[config.mk]
export PLATFORM = sky130hd
export DESIGN_NAME = subcpu_interrupt_and_timer_unit_core
export DESIGN_NICKNAME = d
export VERILOG_FILES = /design/src/design/situ_pkg.sv /design/src/design/situ_split.sv /design/src/design/situ_core.sv /design/src/design/subcpu_interrupt_and_timer_unit_core.sv
export SDC_FILE = /design/constraint.sdc
export NUM_CORES = 1
export LEC_CHECK = 0
export ABC_AREA = 1
export BUFFER_PORTS_ARGS = -buffer_cell sky130_fd_sc_hd__buf_4
export CORE_MARGIN = 5
export CORE_UTILIZATION = 61
export CTS_BUF_LIST = sky130_fd_sc_hd__clkbuf_16
export DETAILED_ROUTE_END_ITERATION = 8
export MAX_ROUTING_LAYER = met4
export PLACE_DENSITY = 0.78
export SYNTH_ARGS = -nofsm -noshare
export SYNTH_HDL_FRONTEND = slang
export SYNTH_HIERARCHICAL = 1
export SYNTH_SLANG_ARGS = --single-unit
[constraint.sdc]
create_clock -name clk -period 4.24 [get_ports clk]
set_input_delay 0.424 -clock clk [delete_from_list [all_inputs] [get_ports clk]]
set_output_delay 0.424 -clock clk [all_outputs]
set_load 0.02 [all_outputs]
[src/design/situ_pkg.sv]
// Shared types and constants of the sub-CPU interrupt and timer unit.
package situ_pkg;

    // Fixed field widths.
    localparam int CLK_W     = 9;
    localparam int SRC_W     = 3;
    localparam int LEVEL_W   = 3;
    localparam int TIMER_W   = 8;
    localparam int PEND_W    = 7;
    localparam int SW_OUT_W  = 12;

    // Interrupt sources and levels.
    localparam logic [SRC_W-1:0]  SRC_RESET     = 3'd0;
    localparam logic [SRC_W-1:0]  SRC_COUNT     = 3'd7;
    localparam int                TIMER_LEVEL   = 3;
    localparam int                FIRST_LEVEL   = 1;
    localparam int                LAST_LEVEL    = 6;
    localparam logic [PEND_W-1:0] PENDING_RESET = 7'b000_0001;

    // Request kinds carried in the input tuser.
    typedef enum logic [1:0] {
        REQ_TICK    = 2'd0,
        REQ_RAISE   = 2'd1,
        REQ_SERVICE = 2'd2,
        REQ_LOAD    = 2'd3
    } situ_req_t;

    // Result kinds carried in the output tuser.
    typedef enum logic [2:0] {
        ACT_NONE  = 3'd0,
        ACT_EXEC  = 3'd1,
        ACT_RESET = 3'd2,
        ACT_TAKEN = 3'd3,
        ACT_HALT  = 3'd4
    } situ_action_t;

    // One decoded input beat.
    typedef struct packed {
        situ_req_t           req;
        logic [CLK_W-1:0]    clocks;
        logic [SRC_W-1:0]    source;
        logic [LEVEL_W-1:0]  mask;
        logic                halted;
        logic [TIMER_W-1:0]  load;
    } situ_item_t;

    // Input beat with its clocks split into whole prescaler periods and a remainder.
    typedef struct packed {
        situ_item_t          item;
        logic [CLK_W-1:0]    quot;
        logic [CLK_W-1:0]    rem;
    } situ_split_t;

    // One result beat.
    typedef struct packed {
        situ_action_t         action;
        logic [LEVEL_W-1:0]   level;
        logic [PEND_W-1:0]    pending;
        logic [TIMER_W-1:0]   timer;
        logic [SW_OUT_W-1:0]  stopwatch;
        logic                 fired;
    } situ_result_t;

endpackage

[src/design/situ_split.sv]
// Input register and the two-stage split of a beat's clocks by the prescale period.
module situ_split #(
    parameter int PRESCALE    = 384,
    parameter int HALT_CLOCKS = 16
) (
    input  logic                 clk,
    input  logic                 rst_n,
    input  logic                 in_valid,
    output logic                 in_ready,
    input  situ_pkg::situ_item_t in_item,
    output logic                 out_valid,
    input  logic                 out_ready,
    output situ_pkg::situ_split_t out_split
);

    localparam int CW          = situ_pkg::CLK_W;
    localparam int RECIP_SHIFT = 20;
    localparam int RECIP       = (1 << RECIP_SHIFT) / PRESCALE;
    localparam int PROD_W      = CW + RECIP_SHIFT;

    logic                 v1_reg, v2_reg, v3_reg;
    logic                 load1, load2, load3;
    situ_pkg::situ_item_t item1_reg, item2_reg;
    logic [CW-1:0]        qest2_reg;
    situ_pkg::situ_split_t split3_reg;

    logic [PROD_W-1:0]    recip_prod;
    logic [CW-1:0]        qest_next;
    logic [2*CW-1:0]      qp;
    logic [2*CW-1:0]      diff;
    logic [CW:0]          rem_est;
    situ_pkg::situ_split_t split_next;
    situ_pkg::situ_item_t item_sel;

    // Each stage takes a beat when it is empty or its own beat moves on.
    assign load3    = !v3_reg || out_ready;
    assign load2    = !v2_reg || load3;
    assign load1    = !v1_reg || load2;
    assign in_ready = load1;

    // A halted service counts a fixed number of clocks.
    always_comb
    begin
        item_sel = in_item;
        if (in_item.req == situ_pkg::REQ_SERVICE && in_item.halted)
            item_sel.clocks = CW'(HALT_CLOCKS);
    end

    // Quotient estimate by the reciprocal; low by at most one.
    assign recip_prod = PROD_W'(item1_reg.clocks) * PROD_W'(RECIP);
    assign qest_next  = recip_prod[RECIP_SHIFT +: CW];

    // Remainder from the estimate, corrected with one compare and subtract.
    always_comb
    begin
        qp      = {{CW{1'b0}}, qest2_reg} * (2 * CW)'(PRESCALE);
        diff    = {{CW{1'b0}}, item2_reg.clocks} - qp;
        rem_est = diff[CW:0];
        split_next.item = item2_reg;
        if (rem_est >= (CW + 1)'(PRESCALE))
        begin
            split_next.quot = qest2_reg + CW'(1);
            split_next.rem  = CW'(rem_est - (CW + 1)'(PRESCALE));
        end
        else
        begin
            split_next.quot = qest2_reg;
            split_next.rem  = rem_est[CW-1:0];
        end
    end

    // Valid flags of the three stages.
    always_ff @(posedge clk or negedge rst_n)
    begin
        if (!rst_n)
        begin
            v1_reg <= 1'b0;
            v2_reg <= 1'b0;
            v3_reg <= 1'b0;
        end
        else
        begin
            if (load1)
                v1_reg <= in_valid;
            if (load2)
                v2_reg <= v1_reg;
            if (load3)
                v3_reg <= v2_reg;
        end
    end

    // Payload of the three stages.
    always_ff @(posedge clk)
    begin
        if (load1 && in_valid)
            item1_reg <= item_sel;
        if (load2 && v1_reg)
        begin
            item2_reg <= item1_reg;
            qest2_reg <= qest_next;
        end
        if (load3 && v2_reg)
            split3_reg <= split_next;
    end

    assign out_valid = v3_reg;
    assign out_split = split3_reg;

endmodule

[src/design/situ_core.sv]
// Interrupt and timer state, the per-beat update and the result register.
module situ_core #(
    parameter int PRESCALE       = 384,
    parameter int STOPWATCH_BITS = 12
) (
    input  logic                  clk,
    input  logic                  rst_n,
    input  logic                  cfg_we,
    input  logic                  cfg_wdata,
    input  logic                  in_valid,
    output logic                  in_ready,
    input  situ_pkg::situ_split_t in_split,
    output logic                  out_valid,
    input  logic                  out_ready,
    output situ_pkg::situ_result_t out_result
);

    localparam int CW = situ_pkg::CLK_W;
    localparam int SW = STOPWATCH_BITS;

    logic [CW-1:0]                     prescale_reg, prescale_next;
    logic [SW-1:0]                     stopwatch_reg, stopwatch_next;
    logic [situ_pkg::TIMER_W-1:0]      countdown_reg, countdown_next;
    logic [situ_pkg::PEND_W-1:0]       pending_reg, pending_next;
    logic                              irq_en_reg;
    logic                              out_valid_reg;
    situ_pkg::situ_result_t            result_reg, result_next;

    logic                              in_fire;
    logic                              apply_clocks;
    logic [CW:0]                       total;
    logic                              carry;
    logic [CW-1:0]                     wraps;
    logic                              fired;
    logic                              found;

    assign in_ready = !out_valid_reg || out_ready;
    assign in_fire  = in_valid && in_ready;

    // Prescaler, stopwatch and countdown advance for ticks and halted services.
    always_comb
    begin
        apply_clocks = (in_split.item.req == situ_pkg::REQ_TICK)
                    || (in_split.item.req == situ_pkg::REQ_SERVICE && in_split.item.halted);
        total = {1'b0, prescale_reg} + {1'b0, in_split.rem};
        carry = total >= (CW + 1)'(PRESCALE);
        if (!apply_clocks)
        begin
            wraps         = '0;
            prescale_next = prescale_reg;
        end
        else
        begin
            wraps = in_split.quot + CW'(carry);
            if (carry)
                prescale_next = CW'(total - (CW + 1)'(PRESCALE));
            else
                prescale_next = total[CW-1:0];
        end
        stopwatch_next = stopwatch_reg + SW'(wraps);
        fired          = 1'b0;
        countdown_next = countdown_reg;
        if (countdown_reg != '0 && apply_clocks)
        begin
            if (wraps >= CW'(countdown_reg))
            begin
                fired          = 1'b1;
                countdown_next = '0;
            end
            else
                countdown_next = countdown_reg - situ_pkg::TIMER_W'(wraps);
        end
        // A load beat replaces the countdown.
        if (in_split.item.req == situ_pkg::REQ_LOAD)
            countdown_next = in_split.item.load;
    end

    // Pending flags, service priority and the result beat.
    always_comb
    begin
        pending_next = pending_reg;
        if (fired && irq_en_reg)
            pending_next[situ_pkg::TIMER_LEVEL] = 1'b1;
        result_next.action = situ_pkg::ACT_NONE;
        result_next.level  = '0;
        found              = 1'b0;
        unique case (in_split.item.req)
            situ_pkg::REQ_TICK:
            begin
            end
            situ_pkg::REQ_RAISE:
            begin
                if (in_split.item.source < situ_pkg::SRC_COUNT)
                    pending_next[in_split.item.source] = 1'b1;
            end
            situ_pkg::REQ_LOAD:
            begin
            end
            situ_pkg::REQ_SERVICE:
            begin
                if (in_split.item.halted)
                    result_next.action = situ_pkg::ACT_HALT;
                else if (pending_reg[situ_pkg::SRC_RESET])
                begin
                    pending_next[situ_pkg::SRC_RESET] = 1'b0;
                    result_next.action = situ_pkg::ACT_RESET;
                end
                else
                begin
                    result_next.action = situ_pkg::ACT_EXEC;
                    for (int n = situ_pkg::FIRST_LEVEL; n <= situ_pkg::LAST_LEVEL; n++)
                    begin
                        if (!found && pending_reg[n]
                            && situ_pkg::LEVEL_W'(n) > in_split.item.mask)
                        begin
                            found              = 1'b1;
                            pending_next[n]    = 1'b0;
                            result_next.action = situ_pkg::ACT_TAKEN;
                            result_next.level  = situ_pkg::LEVEL_W'(n);
                        end
                    end
                end
            end
        endcase
        result_next.pending   = pending_next;
        result_next.timer     = countdown_next;
        result_next.stopwatch = situ_pkg::SW_OUT_W'(stopwatch_next);
        result_next.fired     = fired;
    end

    // State, enable register and result valid.
    always_ff @(posedge clk or negedge rst_n)
    begin
        if (!rst_n)
        begin
            prescale_reg  <= '0;
            stopwatch_reg <= '0;
            countdown_reg <= '0;
            pending_reg   <= situ_pkg::PENDING_RESET;
            irq_en_reg    <= 1'b0;
            out_valid_reg <= 1'b0;
        end
        else
        begin
            if (cfg_we)
                irq_en_reg <= cfg_wdata;
            if (in_fire)
            begin
                prescale_reg  <= prescale_next;
                stopwatch_reg <= stopwatch_next;
                countdown_reg <= countdown_next;
                pending_reg   <= pending_next;
                out_valid_reg <= 1'b1;
            end
            else if (out_ready)
                out_valid_reg <= 1'b0;
        end
    end

    // Result payload.
    always_ff @(posedge clk)
    begin
        if (in_fire)
            result_reg <= result_next;
    end

    assign out_valid  = out_valid_reg;
    assign out_result = result_reg;

`ifndef SYNTH
    // The prescaler always stays below one period.
    a_prescale_range: assert property (@(posedge clk) disable iff (!rst_n)
        prescale_reg < CW'(PRESCALE))
        else $error("prescaler reached its period");

    // A fired countdown reports zero.
    a_fired_zero: assert property (@(posedge clk) disable iff (!rst_n)
        out_valid_reg && result_reg.fired |-> result_reg.timer == '0)
        else $error("timer fired with nonzero count");

    // Only a taken interrupt reports a level, and that level is no longer pending.
    a_level_taken: assert property (@(posedge clk) disable iff (!rst_n)
        out_valid_reg |-> (result_reg.action == situ_pkg::ACT_TAKEN
            ? (result_reg.level != '0 && !result_reg.pending[result_reg.level])
            : result_reg.level == '0))
        else $error("taken level inconsistent with action");

    // A reset vector load leaves the reset source clear.
    a_reset_clear: assert property (@(posedge clk) disable iff (!rst_n)
        out_valid_reg && result_reg.action == situ_pkg::ACT_RESET
        |-> !result_reg.pending[situ_pkg::SRC_RESET])
        else $error("reset source still pending after reset vector load");

    // A load beat sets the countdown to the loaded value.
    a_load_timer: assert property (@(posedge clk) disable iff (!rst_n)
        in_fire && in_split.item.req == situ_pkg::REQ_LOAD
        |=> countdown_reg == $past(in_split.item.load))
        else $error("countdown not loaded");
`endif

endmodule

[src/design/subcpu_interrupt_and_timer_unit_core.sv]
// Top level of the sub-CPU interrupt and timer unit: stream ports and beat packing.
//
// The unit keeps seven pending interrupt flags, a clock prescaler, a
// free-running stopwatch and an 8-bit countdown timer. Each input beat is a
// tick, an interrupt raise, a service attempt or a countdown load, chosen by
// s_tuser, and each input beat gives exactly one result beat on the master
// side, in order. The result reports the service action, the level taken,
// and the pending flags, countdown and stopwatch after the beat.
// A beat passes the input register, the reciprocal multiply that counts whole
// prescaler periods and the remainder correction, then the state update that
// writes the result register. One beat is accepted in every cycle while the
// receiver does not stall; the single state update stage bounds that rate.
// While the receiver stalls, the result register holds its beat and the
// three leading stages still fill, so s_tready drops only once all of them
// are occupied. The user must write the enable of the timer interrupt
// through cfg_we and cfg_wdata only while the unit is idle; the block
// itself does not enforce this. Reset clears the prescaler, stopwatch and
// countdown, leaves only the reset source pending and disables the timer
// interrupt.
module subcpu_interrupt_and_timer_unit_core #(
    parameter int PRESCALE       = 384,
    parameter int STOPWATCH_BITS = 12,
    parameter int HALT_CLOCKS    = 16
) (
    input  logic        clk,
    input  logic        rst_n,
    input  logic        cfg_we,
    input  logic        cfg_wdata,
    input  logic        s_tvalid,
    output logic        s_tready,
    // clock_count[8:0], source[11:9], mask_level[14:12], halted[15], timer_load[23:16]
    input  logic [23:0] s_tdata,
    // req_type[1:0]
    input  logic [1:0]  s_tuser,
    output logic        m_tvalid,
    input  logic        m_tready,
    // taken_level[2:0], pending_flags[9:3], timer_value[17:10],
    // stopwatch_value[29:18], timer_fired[30], zero fill[31]
    output logic [31:0] m_tdata,
    // action[2:0]
    output logic [2:0]  m_tuser
);

    situ_pkg::situ_item_t   in_item;
    situ_pkg::situ_split_t  split;
    situ_pkg::situ_result_t result;
    logic                   split_valid;
    logic                   split_ready;

    // Unpack the input beat.
    always_comb
    begin
        in_item.req    = situ_pkg::situ_req_t'(s_tuser);
        in_item.clocks = s_tdata[8:0];
        in_item.source = s_tdata[11:9];
        in_item.mask   = s_tdata[14:12];
        in_item.halted = s_tdata[15];
        in_item.load   = s_tdata[23:16];
    end

    situ_split #(
        .PRESCALE    (PRESCALE),
        .HALT_CLOCKS (HALT_CLOCKS)
    ) u_split (
        .clk       (clk),
        .rst_n     (rst_n),
        .in_valid  (s_tvalid),
        .in_ready  (s_tready),
        .in_item   (in_item),
        .out_valid (split_valid),
        .out_ready (split_ready),
        .out_split (split)
    );

    situ_core #(
        .PRESCALE       (PRESCALE),
        .STOPWATCH_BITS (STOPWATCH_BITS)
    ) u_core (
        .clk        (clk),
        .rst_n      (rst_n),
        .cfg_we     (cfg_we),
        .cfg_wdata  (cfg_wdata),
        .in_valid   (split_valid),
        .in_ready   (split_ready),
        .in_split   (split),
        .out_valid  (m_tvalid),
        .out_ready  (m_tready),
        .out_result (result)
    );

    // Pack the result beat.
    assign m_tdata = {1'b0, result.fired, result.stopwatch, result.timer,
                      result.pending, result.level};
    assign m_tuser = result.action;

endmodule

==> results.md, run 1 <==
* Flop2flop setup slack at 0.38 ns
* Setup TNS at 0 ns
* Worst-Margin Slew at 1.00 ns
* Worst-Skew Late Latency at 0.43 ns
* Die Y at 130 um
* Reg2Reg Depth at 27
* Yosys warns at 6
* Antenna diodes at 0
* CTS tree: done
* Worst EP arrival at 4.22 ns
* CP max-delay cell: fa_1
* Mapped cell area at 0.00880 mm^2
* Initial core utilization at 0.629
* RSZ-0062 raised after global routing: false
* Fill count at 987
* Top cell by count, worst path: nand2_1
* Clock slew at reported path FFs at 0.07 ns
* Worst hold path type: in2async
* Vias per cell at 5.22
* Die X at 130 um
* Critical path class: reg2reg
* DR iter-0 viols at 457
* Final hold violation count at 0
* Pin count of the biggest net entering global routing at 42
* Placed Area at 0.00950 mm^2
* Post-route ant nets at 0
* R2R Path End: u_core/stopwatch_reg[8]$_DFFE_PN0P_
* Initial antenna violation count at 0
* Clock buffer depth at 2
* Worst IR Drop VDD at 0.000611 V
* Number of global-route vias before repair at 6092
* Minimum clock period at 3.86 ns
* Post-DP HPWL at 12.8 mm
* First-pass GRT wire length at 29.0 mm
* CTS sink cnt at 156
* Worst clock skew at 0.0129 ns
* R2r startpoint: u_core/prescale_reg[0]$_DFFE_PN0P_
* Core Box Area at 0.0140 mm^2
* Largest delay share family, worst path: adder cells
* Maximum clock frequency at 0.259 GHz
* PwrDens at 720 mW/mm^2
* Max-slew violations at 0
* Final Cell Area at 0.0101 mm^2
* GR Util All Layers at 0.227
* Crit path max fanout at 3
* Slowest stage delay, CP at 0.40 ns
* Ratio of cells with drive above 1 in the final layout at 0.165
* Setup crit start kind: flip-flop
* DR WL/cell at 14.6 um
* Clk root buf: clkbuf_16
* DRT Pass-1 Iters at 6
* Crit share post-route at 0.909
* H-tree depth at 4
* Ports at 69
* Tot Pwr at 7.28 mW
* # nets final at 1101
* Slew HR at 0.331
* Final setup viols at 0
* Mapped Cells at 889
* Die area at 0.0169 mm^2
* Post-synthesis average cell area at 9.90 um^2
* Drt total wl at 17.1 mm
* P_leak at 4.80 nW
* CTS buffer count at 17
* Max reg flops at 34
* Gpl congestion at 0.950
* # DRC at 0
* Crit end category: flip-flop
* IO buf count at 67
* Area growth syn-to-layout at 14.9%
* Site Rows at 43
* Max_cap viols at 0
* CP required at 4.60 ns
* Critical path buffer and inverter count at 5
* GRT overflow at 0
* Via count at 6092
* Outcome: completed
## layer usage
| layer | track usage | wire [um] | vias to the layer above |
|---|---|---|---|
| li1 | - | - | 3055 |
| met1 | 0.291 | 7510 | 2831 |
| met2 | 0.364 | 8360 | 179 |
| met3 | 0.0471 | 891 | 27 |
| met4 | 0.0770 | 315 | 0 |
| met5 | - | 0 | - |
## worst reg2reg max path: stages, from the launching register on
cell and delay, ns:
dfrtp_1 0.34, ha_1 0.19, inv_1 0.07, fa_1 0.37, inv_1 0.09, nand3_1 0.07
nand2_1 0.11, nand2_1 0.06, o211ai_1 0.09, xor2_1 0.11, nand2_1 0.08, nand2_1 0.08
ha_1 0.28, nand2_1 0.07, inv_1 0.12, ha_1 0.19, inv_1 0.06, fa_1 0.40
inv_1 0.09, nand3_1 0.06, nand2_1 0.12, a21oi_1 0.11, o21ai_1 0.14, nand2_1 0.06
nand2_1 0.11, xor2_2 0.17, nand2_1 0.07, nand2_1 0.06
## what timing repair did
item | CTS | global route
hold endpoints to repair | 0 | 0
hold buffers | 0 | 0
resized for setup | 0 | 6
setup buffers | 0 | 1
setup endpoints to repair | 0 | 20
## report_power, final
part | switching [mW] | leakage [nW] | internal (mW)
clock network | 0.681 | 0.277 | 0.780
registers | 0.248 | 1.64 | 2.23
logic | 2.12 | 2.89 | 1.22
total | 3.04 | 4.80 | 4.23
## metrics by stage
stage | hold slack, ns | setup slack, ns | util | instances
after floorplan | 0.128 | 0.640 | - | 895
after global placement | 0.401 | 0.478 | 0.679 | 1133
after detailed placement | 0.405 | 0.375 | 0.679 | 1133
after CTS | 0.0276 | 0.316 | 0.720 | 1165
after global routing | 0.0384 | 0.0190 | 0.722 | 1166
final | 0.00583 | 0.384 | 0.722 | 1166
## worst max-delay path by stage
stage	from	end	cells past startpoint
5_1_grt	u_core/prescale_reg[0]$_DFFE_PN0P_	u_core/stopwatch_reg[8]$_DFFE_PN0P_	26
3_5_place_dp	u_core/prescale_reg[0]$_DFFE_PN0P_	u_core/out_result[10]$_DFFE_PP_	24
3_3_place_gp	u_core/prescale_reg[0]$_DFFE_PN0P_	u_core/out_result[10]$_DFFE_PP_	24
6_report	u_core/prescale_reg[0]$_DFFE_PN0P_	u_core/stopwatch_reg[8]$_DFFE_PN0P_	27
2_1_floorplan	u_core/prescale_reg[0]$_DFFE_PN0P_	u_core/stopwatch_reg[8]$_DFFE_PN0P_	27
4_1_cts	u_core/prescale_reg[0]$_DFFE_PN0P_	u_core/stopwatch_reg[8]$_DFFE_PN0P_	26
## layout make-up
cell class                 count  area [um^2]  area share
inverter                     155          592      0.0586
timing repair buffer          73          548      0.0542
sequential                   156         4480       0.443
clock buffer                  17          425      0.0421
multi-input combinational    570         3690       0.365
tap                          180          225      0.0223
clock inverter                15          148      0.0146
## cells in the final DEF (no fill, tap or decap), types with 2 or more instances in the layout
cell        count
inv_2           4
inv_8           3
inv_6           6
a21o_1          3
edfxtp_1      115
ha_1           76
conb_1          8
clkbuf_16      17
nand2_1       204
o21ai_0        19
clkinv_1        7
xor2_1         13
clkinv_8        2
nand3_1        30
nand2_2        13
nand4_1         5
dfrtp_1        40
o21ai_1        13
xnor2_1         3
nor2_1         53
nor3_1         12
clkinvlp_4      2
inv_1         140
a31oi_1         8
nor3_2          2
o21ai_2         4
a21boi_1        5
fa_1           20
a21oi_2         3
nor2_2          2
a21oi_1        41
buf_4          73
inv_4           4
or2_2          11
nor2_4          2
nand3_2         4
No activity file was read; power rests on OpenSTA's default activity.
==> inputs of run 2 (changes only) <==
--- a/config.mk
+++ b/config.mk
@@ -11,6 +11,7 @@
 export CORE_UTILIZATION = 61
 export CTS_BUF_LIST = sky130_fd_sc_hd__clkbuf_16
 export DETAILED_ROUTE_END_ITERATION = 8
+export HOLD_SLACK_MARGIN = 0.03
 export MAX_ROUTING_LAYER = met4
 export PLACE_DENSITY = 0.78
 export SYNTH_ARGS = -nofsm -noshare
==> run 2 against run 1 <==
Power is essentially flat. Sequential share of layout area is essentially flat. First-iteration DRC count grew 5.9%. Via count is essentially flat. Largest cell class unchanged. Non-clock buffer count grew 1. Final area is essentially flat. Flip-flop and latch count is the same. Die area is the same. Count of clock-buffer cells in the layout is the same.
==> results.md, run 2 (synthesis gave the netlist of run 1 again) <==
* Outcome: completed (unchanged)
* Reg2Reg Depth at 27 (unchanged)
* Die area at 0.0169 mm^2 (unchanged)
* Worst setup path startpoint: u_core/prescale_reg[0]$_DFFE_PN0P_ (unchanged)
* # DRC at 0 (unchanged)
* Pin count of the biggest net entering global routing at 42 (unchanged)
* Vias per cell at 5.22 (about the same)
* Core Box Area at 0.0140 mm^2 (unchanged)
* Clock buffer depth at 2 (unchanged)
* Max-slew violations at 0 (unchanged)
* Critical path class: reg2reg (unchanged)
* Worst-Margin Slew at 1.01 ns (was 1.00 ns)
* RSZ-0062 raised after global routing: false (unchanged)
* Worst hold path type: in2reg (was in2async)
* Flop2flop setup slack at 0.39 ns (was 0.38 ns)
* CTS sink cnt at 156 (unchanged)
* Area growth syn-to-layout at 15.0% (was 14.9%)
* Worst IR Drop VDD at 0.000611 V (about the same)
* Crit path max fanout at 3 (unchanged)
* Post-route ant nets at 0 (unchanged)
* Antenna diodes at 0 (unchanged)
* Setup crit start kind: flip-flop (unchanged)
* DR iter-0 viols at 484 (was 457)
* Initial antenna violation count at 0 (unchanged)
* # nets final at 1102 (was 1101)
* Crit share post-route at 0.907 (was 0.909)
* Die X at 130 um (unchanged)
* Number of global-route vias before repair at 6092 (unchanged)
* Clock slew at reported path FFs at 0.07 ns (about the same)
* Clk root buf: clkbuf_16 (unchanged)
* Gpl congestion at 0.950 (unchanged)
* Ports at 69 (unchanged)
* R2r startpoint: u_core/prescale_reg[0]$_DFFE_PN0P_ (unchanged)
* Maximum clock frequency at 0.260 GHz (was 0.259 GHz)
* Max reg flops at 34 (unchanged)
* GRT overflow at 0 (unchanged)
* CP required at 4.60 ns (about the same)
* First-pass GRT wire length at 29.0 mm (unchanged)
* Tot Pwr at 7.28 mW (about the same)
* Crit end category: flip-flop (unchanged)
* Ratio of cells with drive above 1 in the final layout at 0.165 (about the same)
* Worst EP arrival at 4.21 ns (was 4.22 ns)
* H-tree depth at 4 (unchanged)
* Worst clock skew at 0.0129 ns (about the same)
* Slew HR at 0.329 (was 0.331)
* DRT Pass-1 Iters at 5 (was 6)
* PwrDens at 719 mW/mm^2 (was 720 mW/mm^2)
* Final hold violation count at 0 (unchanged)
* Max_cap viols at 0 (unchanged)
* DR WL/cell at 14.6 um (about the same)
* Commonest non-fill, non-tap cells in the layout: nand2_1, inv_1, edfxtp_1 (unchanged)
* P_leak at 4.81 nW (was 4.80 nW)
* CTS buffer count at 17 (unchanged)
* Hold WS at 0.166 ns (was 0.00583 ns)
* IO buf count at 67 (unchanged)
* GR Util All Layers at 0.227 (unchanged)
* Setup TNS at 0 ns (unchanged)
* Initial core utilization at 0.629 (unchanged)
* Final setup viols at 0 (unchanged)
* End of the critical path: u_core/stopwatch_reg[8]$_DFFE_PN0P_ (unchanged)
* Die Y at 130 um (unchanged)
* Commonest non-fill, non-tap cell in the layout: nand2_1 (unchanged)
* Site Rows at 43 (unchanged)
* CTS tree: done (unchanged)
* Hold depth at 1
* Drt total wl at 17.0 mm (was 17.1 mm)
* R2R Path End: u_core/stopwatch_reg[8]$_DFFE_PN0P_ (unchanged)
* Worst-Skew Late Latency at 0.43 ns (about the same)
* Via count at 6097 (was 6092)
* Minimum clock period at 3.85 ns (was 3.86 ns)
* Post-DP HPWL at 12.8 mm (unchanged)
==> run 2: layer usage <==
layer / wire [um] / vias to the layer above / track usage / share of wire
li1: - / 3063 / - / -
met1: 7530 / 2835 / 0.291 / 0.44
met2: 8350 / 173 / 0.364 / 0.49
met3: 856 / 26 / 0.0471 / 0.050
met4: 298 / 0 / 0.0770 / 0.017
met5: 0 / - / - / 0
==> run 2: area by class of cell <==
type | instances | area (um^2)
flip-flops and latches | 156 | 4480
fillers | 986 | 3870
multi-input cells | 570 | 3690
inverters | 155 | 592
repair buffers | 74 | 558
clock buffers | 17 | 425
well taps | 180 | 225
clock inverters | 15 | 148
==> run 2: worst min path at each step <==
stage,startpoint,endpoint,slack (ns)
global placement,u_split/item2_reg[19]$_DFFE_PP_,u_split/out_split[37]$_DFFE_PP_,0.40
global route,s_tdata[13],u_split/item1_reg[10]$_DFFE_PP_,0.15
floorplan,rst_n,u_core/countdown_reg[0]$_DFFE_PN0P_,0.13
finish,s_tdata[14],u_split/item1_reg[11]$_DFFE_PP_,0.17
CTS,s_tdata[9],u_split/item1_reg[12]$_DFFE_PP_,0.15
detailed placement,u_split/item1_reg[0]$_DFFE_PP_,u_split/item2_reg[0]$_DFFE_PP_,0.40
==> run 2: worst max-delay path: stages, from the launching register on <==
cell and delay [ns]:
dfrtp_1 0.34, ha_1 0.19, inv_1 0.07, fa_1 0.37
inv_1 0.09, nand3_1 0.07, nand2_1 0.11, nand2_1 0.06
o211ai_1 0.09, xor2_1 0.11, nand2_1 0.08, nand2_1 0.08
ha_1 0.28, nand2_1 0.07, inv_1 0.12, ha_1 0.19
inv_1 0.06, fa_1 0.40, inv_1 0.09, nand3_1 0.06
nand2_1 0.13, a21oi_1 0.11, o21ai_1 0.14, nand2_1 0.06
nand2_1 0.11, xor2_2 0.17, nand2_1 0.06, nand2_1 0.06
==> run 2: report_power, final <==
group	total (mW)	internal, mW	leakage, nW	switching, mW
Clock	1.46	0.781	0.277	0.678
Combinational	3.34	1.22	2.89	2.12
Sequential	2.48	2.23	1.64	0.248
==> run 2: what timing repair did <==
item / CTS / global route
hold buffers: 1 / 0
endpoints found under the setup margin: 0 / 20
resized for setup: 0 / 6
setup buffers: 0 / 1
endpoints found under the hold margin: 5 / 0
==> run 2: through the flow <==
step / cells / instance area, um^2 / worst slack [ns] / util
finish: 1167 / 10100 / 0.393 / 0.723
global placement: 1133 / 9500 / 0.478 / 0.679
global route: 1167 / 10100 / 0.0190 / 0.723
floorplan: 895 / 8820 / 0.640 / -
detailed placement: 1133 / 9500 / 0.375 / 0.679
CTS: 1166 / 10100 / 0.316 / 0.721
==> inputs of run 3 (changes only) <==
--- a/config.mk
+++ b/config.mk
@@ -14,6 +14,7 @@
 export HOLD_SLACK_MARGIN = 0.03
 export MAX_ROUTING_LAYER = met4
 export PLACE_DENSITY = 0.78
+export RECOVER_POWER = 25
 export SYNTH_ARGS = -nofsm -noshare
 export SYNTH_HDL_FRONTEND = slang
 export SYNTH_HIERARCHICAL = 1
==> run 3 against run 2 <==
The run now ends with capacitance limit, slew limit left. Largest cell class unchanged. Global-route usage did not move. Routed wire length barely moved. Core utilization barely moved. Critical endpoint unchanged.
==> results.md, run 3 (synthesis gave the netlist of run 1 again) <==
* Die Y at 130 um (unchanged)
* Crit end category: flip-flop (unchanged)
* Die X at 130 um (unchanged)
* Ratio of cells with drive above 1 in the final layout at 0.163 (was 0.165)
* Setup TNS at 0 ns (unchanged)
* Post-route ant nets at 0 (unchanged)
* CTS tree: done (unchanged)
* Initial antenna violation count at 0 (unchanged)
* Antenna diodes at 0 (unchanged)
* Final Cell Area at 0.0101 mm^2 (about the same)
* First-pass GRT wire length at 29.0 mm (unchanged)
* Sw Ratio at 0.418 (about the same)
* Worst EP arrival at 4.24 ns (was 4.21 ns)
* Sequential share of power at 0.341 (about the same)
* Initial core utilization at 0.629 (unchanged)
* Outcome: complete, but fails checks (was completed)
* P_leak at 4.80 nW (was 4.81 nW)
* CP required at 4.60 ns (about the same)
* Worst IR Drop VDD at 0.000612 V (was 0.000611 V)
* Hold depth at 1 (unchanged)
* Vias per cell at 5.24 (was 5.22)
* CTS buffer count at 17 (unchanged)
* Final setup margin at 0.364 ns (was 0.393 ns)
* # DRC at 0 (unchanged)
* Slew HR at -0.703 (was 0.329)
* Flop2flop setup slack at 0.36 ns (was 0.39 ns)
* Ports at 69 (unchanged)
* Clk root buf: clkbuf_16 (unchanged)
* Worst clock skew at 0.0128 ns (was 0.0129 ns)
* CTS sink cnt at 156 (unchanged)
* Pin count of the biggest net entering global routing at 42 (unchanged)
* Gpl congestion at 0.950 (unchanged)
* Maximum clock frequency at 0.258 GHz (was 0.260 GHz)
* Minimum clock period at 3.88 ns (was 3.85 ns)
* Drt total wl at 17.1 mm (was 17.0 mm)
* P_int at 4.23 mW (about the same)
* Clock slew at reported path FFs at 0.07 ns (about the same)
* DRT Pass-1 Iters at 5 (unchanged)
* Clock buffer depth at 2 (unchanged)
* IO buf count at 67 (unchanged)
* Final setup viols at 0 (unchanged)
* Core Box Area at 0.0140 mm^2 (unchanged)
* DR iter-0 viols at 434 (was 484)
* PwrDens at 720 mW/mm^2 (was 719 mW/mm^2)
* Logic gate share of total power at 0.459 (about the same)
* Max reg flops at 34 (unchanged)
* GRT overflow at 0 (unchanged)
* Clk pwr share at 0.201 (was 0.200)
* Setup crit start kind: flip-flop (unchanged)
* RSZ-0062 raised after global routing: false (unchanged)
* Commonest non-fill, non-tap cells in the layout: nand2_1, inv_1, edfxtp_1 (unchanged)
* H-tree depth at 4 (unchanged)
* GR Util All Layers at 0.227 (unchanged)
* Crit path max fanout at 3 (unchanged)
* Placed Area at 0.00950 mm^2 (unchanged)
* Area growth syn-to-layout at 14.9% (was 15.0%)
* Post-DP HPWL at 12.8 mm (unchanged)
* Reg2Reg Depth at 27 (unchanged)
* Critical path class: reg2reg (unchanged)
* Crit share post-route at 0.914 (was 0.907)
* Worst-Skew Late Latency at 0.43 ns (about the same)
* DR WL/cell at 14.6 um (about the same)
* Die area at 0.0169 mm^2 (unchanged)
* Via count at 6113 (was 6097)
* Switching power at 3.05 mW (was 3.04 mW)
* Worst hold path type: in2reg (unchanged)
* Number of global-route vias before repair at 6092 (unchanged)
* Site Rows at 43 (unchanged)
* Failing checks: capacitance limit, slew limit
* Place WS at 0.375 ns (unchanged)
* Max-slew violations at 42 (was 0)
* Final hold violation count at 0 (unchanged)
* Max_cap viols at 1 (was 0)
* Worst-Margin Slew at 2.55 ns (was 1.01 ns)
* # nets final at 1102 (unchanged)
* Commonest non-fill, non-tap cell in the layout: nand2_1 (unchanged)
-- run 3: changes by cell type in the layout (fill, tap and decap cells not counted), sizes merged --
cell    delta
buf       -18
clkbuf    +18
-- run 3: area by class of cell --
type	count	area (um^2)
fill	987	3880
sequential	156	4480
multi-input combinational	570	3680
timing repair buffer	74	554
clock buffer	17	425
inverter	155	592
tap	180	225
clock inverter	15	148
-- run 3: critical path: stages (launching register included) --
cell and delay [ns]:
dfrtp_1 0.34, ha_1 0.19, inv_1 0.07, fa_1 0.37, inv_1 0.09, nand3_1 0.07, nand2_1 0.11, nand2_1 0.06
o211ai_1 0.09, xor2_1 0.11, nand2_1 0.08, nand2_1 0.08, ha_1 0.28, nand2_1 0.07, inv_1 0.12, ha_1 0.19
inv_1 0.06, fa_1 0.40, inv_1 0.09, nand3_1 0.06, nand2_1 0.13, a21oi_1 0.12, o21ai_1 0.14, nand2_1 0.07
nand2_1 0.11, xor2_2 0.17, nand2_1 0.07, nand2_1 0.06
-- run 3: per-layer routing --
metal	track usage	wire length, um
met3	0.0471	826
met2	0.364	8390
met5	-	0
met1	0.291	7560
met4	0.0770	286
-- run 3: per-stage QoR --
stage               total power, mW  utilization  hold WS (ns)  cells
floorplan                      4.86            -         0.128    895
global placement               5.67        0.679         0.401   1133
detailed placement             5.76        0.679         0.405   1133
CTS                            7.26        0.721         0.153   1166
global route                   7.89        0.723         0.168   1167
finish                         7.28        0.723         0.188   1167
-- run 3: power groups by stage --
stage	registers, mW	clock network, mW	logic [mW]
floorplan	2.63	0	2.24
global placement	2.49	0	3.18
detailed placement	2.51	0	3.26
CTS	2.48	1.49	3.29
global route	2.53	1.57	3.80
finish	2.48	1.46	3.34
-- run 3: worst paths after layout --
check / from / end
hold / removal: s_tdata[14] / u_split/item1_reg[11]$_DFFE_PP_
setup / recovery: u_core/prescale_reg[0]$_DFFE_PN0P_ / u_core/stopwatch_reg[8]$_DFFE_PN0P_
hold reg to reg: u_split/item2_reg[0]$_DFFE_PP_ / u_split/out_split[18]$_DFFE_PP_
setup reg to reg: u_core/prescale_reg[0]$_DFFE_PN0P_ / u_core/stopwatch_reg[8]$_DFFE_PN0P_
min in group asynchronous: rst_n / u_core/prescale_reg[2]$_DFFE_PN0P_
max in group asynchronous: rst_n / u_core/irq_en_reg$_DFFE_PN0P_
-- run 3: timing repair --
action,CTS,global route
endpoints found under the hold margin,5,0
hold buffers,1,0
resized for setup,0,6
setup buffers,0,1
endpoints found under the setup margin,0,20
